## src/rtl/core/time_prefixed_line_indexer_core_defines.svh

```systemverilog
// ----------------------------------------------------------------------------
// Time-prefixed line indexer: assertion macros
// Shared property shorthands for the concurrent checks of the core.
// ----------------------------------------------------------------------------
`ifndef TIME_PREFIXED_LINE_INDEXER_CORE_DEFINES_SVH
`define TIME_PREFIXED_LINE_INDEXER_CORE_DEFINES_SVH

// same-cycle implication, checked outside reset
`define TPLI_ASSERT_NOW(label, pre, post, msg) \
  label: assert property (@(posedge clk) disable iff (!rst_n) (pre) |-> (post)) \
    else $error(msg);

// next-cycle implication, checked outside reset
`define TPLI_ASSERT_NEXT(label, pre, post, msg) \
  label: assert property (@(posedge clk) disable iff (!rst_n) (pre) |=> (post)) \
    else $error(msg);

`endif

```

## src/rtl/core/tpli_pkg.sv

```systemverilog
`timescale 1ns / 1ps
// ----------------------------------------------------------------------------
// Time-prefixed line indexer: package
// Shared constants, controller/datapath interface types and head decoding.
// ----------------------------------------------------------------------------
package tpli_pkg;

  localparam int MINUTE_ENTRIES = 1440;
  localparam int MIN_AW         = $clog2(MINUTE_ENTRIES);
  localparam int POS_W          = 32;
  localparam int CNT_W          = 16;
  localparam int ENTRY_W        = POS_W + CNT_W;
  localparam int KIND_W         = 2;
  localparam int IDX_W          = 11;

  localparam logic [KIND_W-1:0] KIND_BYTE   = 2'd0;
  localparam logic [KIND_W-1:0] KIND_LOOKUP = 2'd1;
  localparam logic [KIND_W-1:0] KIND_CLEAR  = 2'd2;

  localparam logic [7:0] CHAR_COLON   = 8'h3A;
  localparam logic [7:0] CHAR_NEWLINE = 8'h0A;
  localparam logic [7:0] CHAR_ZERO    = 8'h30;
  localparam logic [7:0] CHAR_NINE    = 8'h39;

  localparam logic [2:0] HEAD_FULL = 3'd4;

  typedef enum logic [5:0] {
    ST_CLEAR    = 6'b000001,
    ST_IDLE     = 6'b000010,
    ST_UPD_RD   = 6'b000100,
    ST_UPD_WR   = 6'b001000,
    ST_LOOK_RD  = 6'b010000,
    ST_LOOK_OUT = 6'b100000
  } ctrl_state_t;

  typedef struct packed {
    logic take_byte;
    logic take_look;
    logic clear_scan;
    logic rd_en;
    logic wr_upd;
    logic wr_clr;
    logic load_out;
  } ctrl_cmd_t;

  typedef struct packed {
    logic head_hit;
    logic clr_last;
  } dp_status_t;

  function automatic logic is_digit(input logic [7:0] c);
    return (c >= CHAR_ZERO) && (c <= CHAR_NINE);
  endfunction

  function automatic logic [12:0] head_minute(input logic [7:0] h0, input logic [7:0] h1,
                                              input logic [7:0] m0, input logic [7:0] m1);
    logic [6:0] hh;
    logic [6:0] mm;
    hh = 7'(h0[3:0]) * 7'd10 + 7'(h1[3:0]);
    mm = 7'(m0[3:0]) * 7'd10 + 7'(m1[3:0]);
    return 13'(hh) * 13'd60 + 13'(mm);
  endfunction

endpackage

```

## src/rtl/core/tpli_ctrl.sv

```systemverilog
`timescale 1ns / 1ps
// ----------------------------------------------------------------------------
// Time-prefixed line indexer: controller
// Sequences table sweeps, read-modify-write updates and lookups.
// ----------------------------------------------------------------------------
module tpli_ctrl (
  input  logic                           clk,
  input  logic                           rst_n,
  input  logic                           in_tvalid,
  output logic                           in_tready,
  input  logic [tpli_pkg::KIND_W-1:0]    in_kind,
  output logic                           out_tvalid,
  input  logic                           out_tready,
  input  tpli_pkg::dp_status_t           status,
  output tpli_pkg::ctrl_cmd_t            cmd
);

  tpli_pkg::ctrl_state_t state_r, state_nxt;
  logic                  out_valid_r, out_valid_nxt;
  logic                  accept;

  assign in_tready  = (state_r == tpli_pkg::ST_IDLE);
  assign accept     = in_tvalid && in_tready;
  assign out_tvalid = out_valid_r;

  always_comb begin
    state_nxt = state_r;
    cmd       = '0;
    unique case (state_r)
      tpli_pkg::ST_CLEAR: begin
        cmd.wr_clr = 1'b1;
        if (status.clr_last) begin
          state_nxt = tpli_pkg::ST_IDLE;
        end
      end
      tpli_pkg::ST_IDLE: begin
        if (accept) begin
          unique case (in_kind)
            tpli_pkg::KIND_BYTE: begin
              cmd.take_byte = 1'b1;
              if (status.head_hit) begin
                state_nxt = tpli_pkg::ST_UPD_RD;
              end
            end
            tpli_pkg::KIND_LOOKUP: begin
              cmd.take_look = 1'b1;
              state_nxt     = tpli_pkg::ST_LOOK_RD;
            end
            tpli_pkg::KIND_CLEAR: begin
              cmd.clear_scan = 1'b1;
              state_nxt      = tpli_pkg::ST_CLEAR;
            end
            default: begin
            end
          endcase
        end
      end
      tpli_pkg::ST_UPD_RD: begin
        cmd.rd_en = 1'b1;
        state_nxt = tpli_pkg::ST_UPD_WR;
      end
      tpli_pkg::ST_UPD_WR: begin
        cmd.wr_upd = 1'b1;
        state_nxt  = tpli_pkg::ST_IDLE;
      end
      tpli_pkg::ST_LOOK_RD: begin
        cmd.rd_en = 1'b1;
        state_nxt = tpli_pkg::ST_LOOK_OUT;
      end
      tpli_pkg::ST_LOOK_OUT: begin
        if (!out_valid_r || out_tready) begin
          cmd.load_out = 1'b1;
          state_nxt    = tpli_pkg::ST_IDLE;
        end
      end
      default: begin
        state_nxt = tpli_pkg::ST_CLEAR;
      end
    endcase
  end

  always_comb begin
    out_valid_nxt = out_valid_r;
    if (cmd.load_out) begin
      out_valid_nxt = 1'b1;
    end else if (out_tready) begin
      out_valid_nxt = 1'b0;
    end
  end

  always_ff @(posedge clk) begin
    if (!rst_n) begin
      state_r     <= tpli_pkg::ST_CLEAR;
      out_valid_r <= 1'b0;
    end else begin
      state_r     <= state_nxt;
      out_valid_r <= out_valid_nxt;
    end
  end

endmodule

```

## config.mk

```make
export PLATFORM = sky130hd
export DESIGN_NAME = tpli_ctrl
export DESIGN_NICKNAME = d
export VERILOG_FILES = /design/src/rtl/core/time_prefixed_line_indexer_core_defines.svh /design/src/rtl/core/tpli_pkg.sv /design/src/rtl/core/tpli_ctrl.sv
export SDC_FILE = /design/constraint.sdc
export NUM_CORES = 1
export LEC_CHECK = 0
export BUFFER_PORTS_ARGS = -buffer_cell sky130_fd_sc_hd__clkbuf_2
export CORE_AREA = 5 5 42 44
export CTS_BUF_LIST = sky130_fd_sc_hd__clkbuf_16
export DETAILED_ROUTE_END_ITERATION = 6
export DIE_AREA = 0 0 47 49
export GPL_TIMING_DRIVEN = 0
export HOLD_SLACK_MARGIN = 0.15
export PLACE_DENSITY = 0.8
export SYNTH_ARGS = -nofsm -noshare
export SYNTH_HDL_FRONTEND = slang
export SYNTH_SLANG_ARGS = --single-unit
```

## constraint.sdc

```tcl
create_clock -name clk -period 1.6 [get_ports clk]
set_input_delay 0.08 -clock clk [delete_from_list [all_inputs] [get_ports clk]]
set_output_delay 0.08 -clock clk [all_outputs]
set_load 0.01 [all_outputs]
```

; ---- After elaboration in Yosys (flattened, before gate mapping)
; Cells that the tools add are included.
[word_totals]
regBits = 7
latchBits = 0
mem_bits_rw = 0
romBits = 0
input_bits = 8
out_inout_bits = 9
elab_cells = 40
n_memories = 0
[op_classes]
n_addsub = 0
multipliers = 0
div_mod_pow = 0
order_cmp = 0
eq_ne = 13
shifts = 0
mux = 18
n_bitwise = 0
n_reduce_logical = 7
[op_table]
columns = op, n
row1 = $pmux 6 s6, 1
row2 = $mux 6, 4
row3 = $pmux 6 s3, 1
row4 = $mux 1, 10
row5 = $eq 6x1->1 const B, 1
row6 = $eq 6x2->1 const B, 1
row7 = $eq 6x3->1 const B, 1
row8 = $eq 6x4->1 const B, 1
row9 = $eq 6x5->1 const B, 1
row10 = $eq 6x6->1 const B, 1
row11 = $mux 3, 2
row12 = $reduce_and 5->1, 1
row13 = $ne 2x2->1 const B, 2
row14 = $ne 4x1->1 const B, 1
row15 = $ne 3x3->1 const B, 1
row16 = $eq 2x1->1 const B, 1
row17 = $eq 2x2->1 const B, 1
row18 = $logic_not 2->1, 1
row19 = $ne 2x1->1 const B, 1
row20 = $reduce_bool 2->1, 1
row21 = $reduce_or 2->1, 1
row22 = $logic_and 1x1->1, 1
row23 = $logic_not 1->1, 1
row24 = $logic_or 1x1->1, 1

; ---- Depth between registers and ports, before layout
[depth]
word_depth = 5
depth_mapped = 6
ltp_nobuf = 6

; ---- Worst setup path before layout
; No wires, ideal clock.
[synth_timing]
path_type = register -> register
start = register state_r[3]
end = register state_r[0]
setup_ps = 116
t_arrival_ps = 1558
required_ps = 1484
path_slack_ps = -74
path_stages_with_launch = 6
n_path_buf = 1
period_less_slack_ps = 1674
path_cell_list = dfxtp_1 > buf_6 > or4b_4 > a311o_1 > and2_4 > a31o_1
[synth_via]
elab_chain_cells = 4
word_cells_on_any_way = 14
classes_between = 11 x eq/ne / 1 x mux / 2 x reduce/logical
[synth_rtl]
columns = element, line
row1 = start: declaration, tpli_ctrl.sv:18  ; tpli_pkg::ctrl_state_t state_r, state_nxt;
row2 = start signal: assignment, tpli_ctrl.sv:93  ; state_r <= tpli_pkg::ST_CLEAR;
row3 = start signal: assignment, tpli_ctrl.sv:96  ; state_r <= state_nxt;
row4 = $eq 6x2->1, "tpli_ctrl.sv:22, tpli_ctrl.sv:29"
row5 = $logic_and 1x1->1, tpli_ctrl.sv:23  ; assign accept = in_tvalid && in_tready;
row6 = $ne 2x1->1 (no source line), -
row7 = $reduce_and 5->1 (no source line), -
; Parallel ways exist; a longest one is shown, timed or not.
; A chain may end at the register's enable or synchronous reset.

==> flow_summary.toml <==
[floorplan]
die_area_mm2 = 0.00230
die_height_um = 49
rows = 14
die_w_um = 47
io_pins = 17
core_area_mm2 = 0.00140
initial_utilization = 0.388

[synthesis]
ys_ff_latch = 7
yosysSeqAreaShare = 0.257
synth_edf_count = 0
netlist-cell-type-count = 37
yosys_warnings = 0
async_flop_share = 0
syn-cell-area_um2 = 544
syn_avg_cell_area_um2 = 8.50
synth_cells = 64
synthesis.nets = 76
synth_ff_type = "dfxtp_1"

[global_routing]
antenna_found_initial = 0
grt_pass1_vias = 543
grt.overflow.total = 0
grt_pass1_wl_um = 2300
grt_max_degree = 11
track_usage = 0.137

[cts]
clk_pin_slew_worst_paths_ns = 0.04
root_buffer = "clkbuf_16"
cts_buffers = 3
clock_path_buffers = 2
cts_tree = "yes"
clk_latency_ns = 0.23
clock-sinks = 7
htree_levels = 1

[route]
drt-total-wl_um = 1520
drc = 0
via_per_inst = 5.47
drtIter0Drc = 14
vias = 580
antenna_left = 0
drtPass1Iterations = 4
wl_per_cell_um = 14.3

[worst_setup_path]
cp_data_arrival_time_ns = 1.62
crit_type = "register to output port"
timing.critical_path.from_type = "register"
path_max_fanout = 6
critical_path_required_ns = 1.52
crit_path_end_kind = "output port"

[timing]
fin_ws_ns = -0.0954
slew-limit-headroom = 0.690
min_period_ns = 1.70
slew_violations = 0
setup-tns-final_ns = -0.522
finalHoldViolCount = 0
worst_pin_slew_ns = 0.460
finClkSkew_ns = 0.00315
finalSetupViolCount = 8
rsz0062_at_grt = "true"
period_share = 1.06
clock.fmax_ghz = 0.590

[run]
cap_violations = 0

[layout]
fin_cells = 106
nNetsFinal = 103
fin_area_um2 = 823
drive_above_1_share = 0.456
syn2layout_area_growth_pct = 51.3
antennaDiodeCount = 0

[place]
port_buffers = 16
gp_congestion = 0.757
placed_cells = 96
placed_area_um2 = 644
place_ws_ns = -0.144
hpwlAfterDp_um = 971

[pwr]
ir_worst_vdd_mv = 0.546
p_leak_nw = 0.389
power_density_mw_per_mm2 = 1060

[hold_path]
hp-class = "input port to register"

[run_status]
violations = "setup timing"
run_status = "finished with violations"
cell usage in the layout, fill, tap and decap left out, drive strengths merged:
master       instances
clkbuf              15
buf                 13
dfxtp                7
inv                  6
o21ai                4
ha                   4
nand3                3
and3                 3
nor4                 3
and2                 3
nand2b               2
nor3                 2
xor2                 2
and4                 2
nor2b                1
or2                  1
or4b                 1
nor2                 1
or4                  1
or3                  1
a311o                1
nor4bb               1
nor3b                1
nor4b                1
o211ai               1
nand2                1
a21oi                1
xnor2                1
o21a                 1
a211oi               1
o221ai               1
o41ai                1
a31o                 1
a21boi               1
dlygate4sd3          1
synthesized netlist by cell type (2+ instances only):
cell type | n | area [um2]
and3_1 | 3 | 18.8
nor4_1 | 3 | 18.8
inv_1 | 5 | 18.8
o21ai_0 | 4 | 20.0
nand2b_1 | 2 | 12.5
nor3_1 | 2 | 10.0
ha_1 | 4 | 50.1
buf_2 | 2 | 10.0
xor2_1 | 2 | 17.5
nand3_1 | 3 | 15.0
dfxtp_1 | 7 | 140
and2_1 | 2 | 12.5
per-layer routing:
layer | global-route usage | up-vias | part of all wire
met2 | 0.224 | 21 | 0.53
met1 | 0.156 | 267 | 0.40
met5 | 0 | - | 0
met3 | 0.0221 | 4 | 0.056
met4 | 0.0829 | 0 | 0.022
li1 | - | 288 | -
layout make-up:
class / instances / area [um2]
fill: 122 / 578
multi-input combinational: 48 / 384
timing repair buffer: 24 / 159
sequential: 7 / 150
clock buffer: 3 / 75.1
tap: 16 / 20.0
inverter: 5 / 18.8
buffer: 2 / 12.5
clock inverter: 1 / 3.75
where the power goes:
part	switching (mW)	internal (mW)	total, mW
Clock	0.103	0.326	0.428
Combinational	0.119	0.117	0.236
Sequential	0.0241	0.188	0.212
Total	0.246	0.631	0.876
repair_timing:
action	CTS	global route
endpoints found under the setup margin	8	10
hold buffers	1	0
gates resized for setup	10	8
setup buffers	4	3
pin swaps	5	2
endpoints found under the hold margin	3	0
sequential cells by signal, summed over array words and instances, names as in the netlist:
| name | flops |
|---|---|
| state_r | 6 |
| out_tvalid | 1 |
final timing paths:
kind | start | to | slack [ns] | cells past startpoint
worst max-delay path | state_r[2]$_SDFFE_PN0P_ | cmd[4] | -0.1 | 4
worst min-delay path | out_tready | out_tvalid$_SDFFE_PN0P_ | 0.20 | 3
worst max register to register | state_r[2]$_SDFFE_PN0P_ | state_r[0]$_SDFFE_PN1P_ | -0.08 | 4
worst min register to register | state_r[4]$_SDFFE_PN0P_ | state_r[3]$_SDFFE_PN0P_ | 0.47 | 1
cells by family (layout without fill, tap and decap cells):
logic type,Yosys count,count (layout),share of synthesized area
flops,7,7,0.257
compound gates,13,13,0.168
fa+ha+maj,4,4,0.0920
simple gates,28,28,0.347
buf+inv,9,35,0.0874
xor+xnor,3,3,0.0483
critical path, cell delays in order, from the launching register on:
cell,delay [ns]
dfxtp_4,0.35
or4b_4,0.58
nor2_4,0.15
and3_1,0.17
buf_2,0.12
through the flow:
stage	utilization	hold WS (ns)	power [mW]
4_1_cts	0.567	0.196	0.865
2_1_floorplan	-	0.196	0.340
6_report	0.588	0.198	0.876
3_3_place_gp	0.460	0.357	0.391
5_1_grt	0.588	0.230	0.903
3_5_place_dp	0.460	0.364	0.395
No activity file was read; power rests on OpenSTA's default activity.
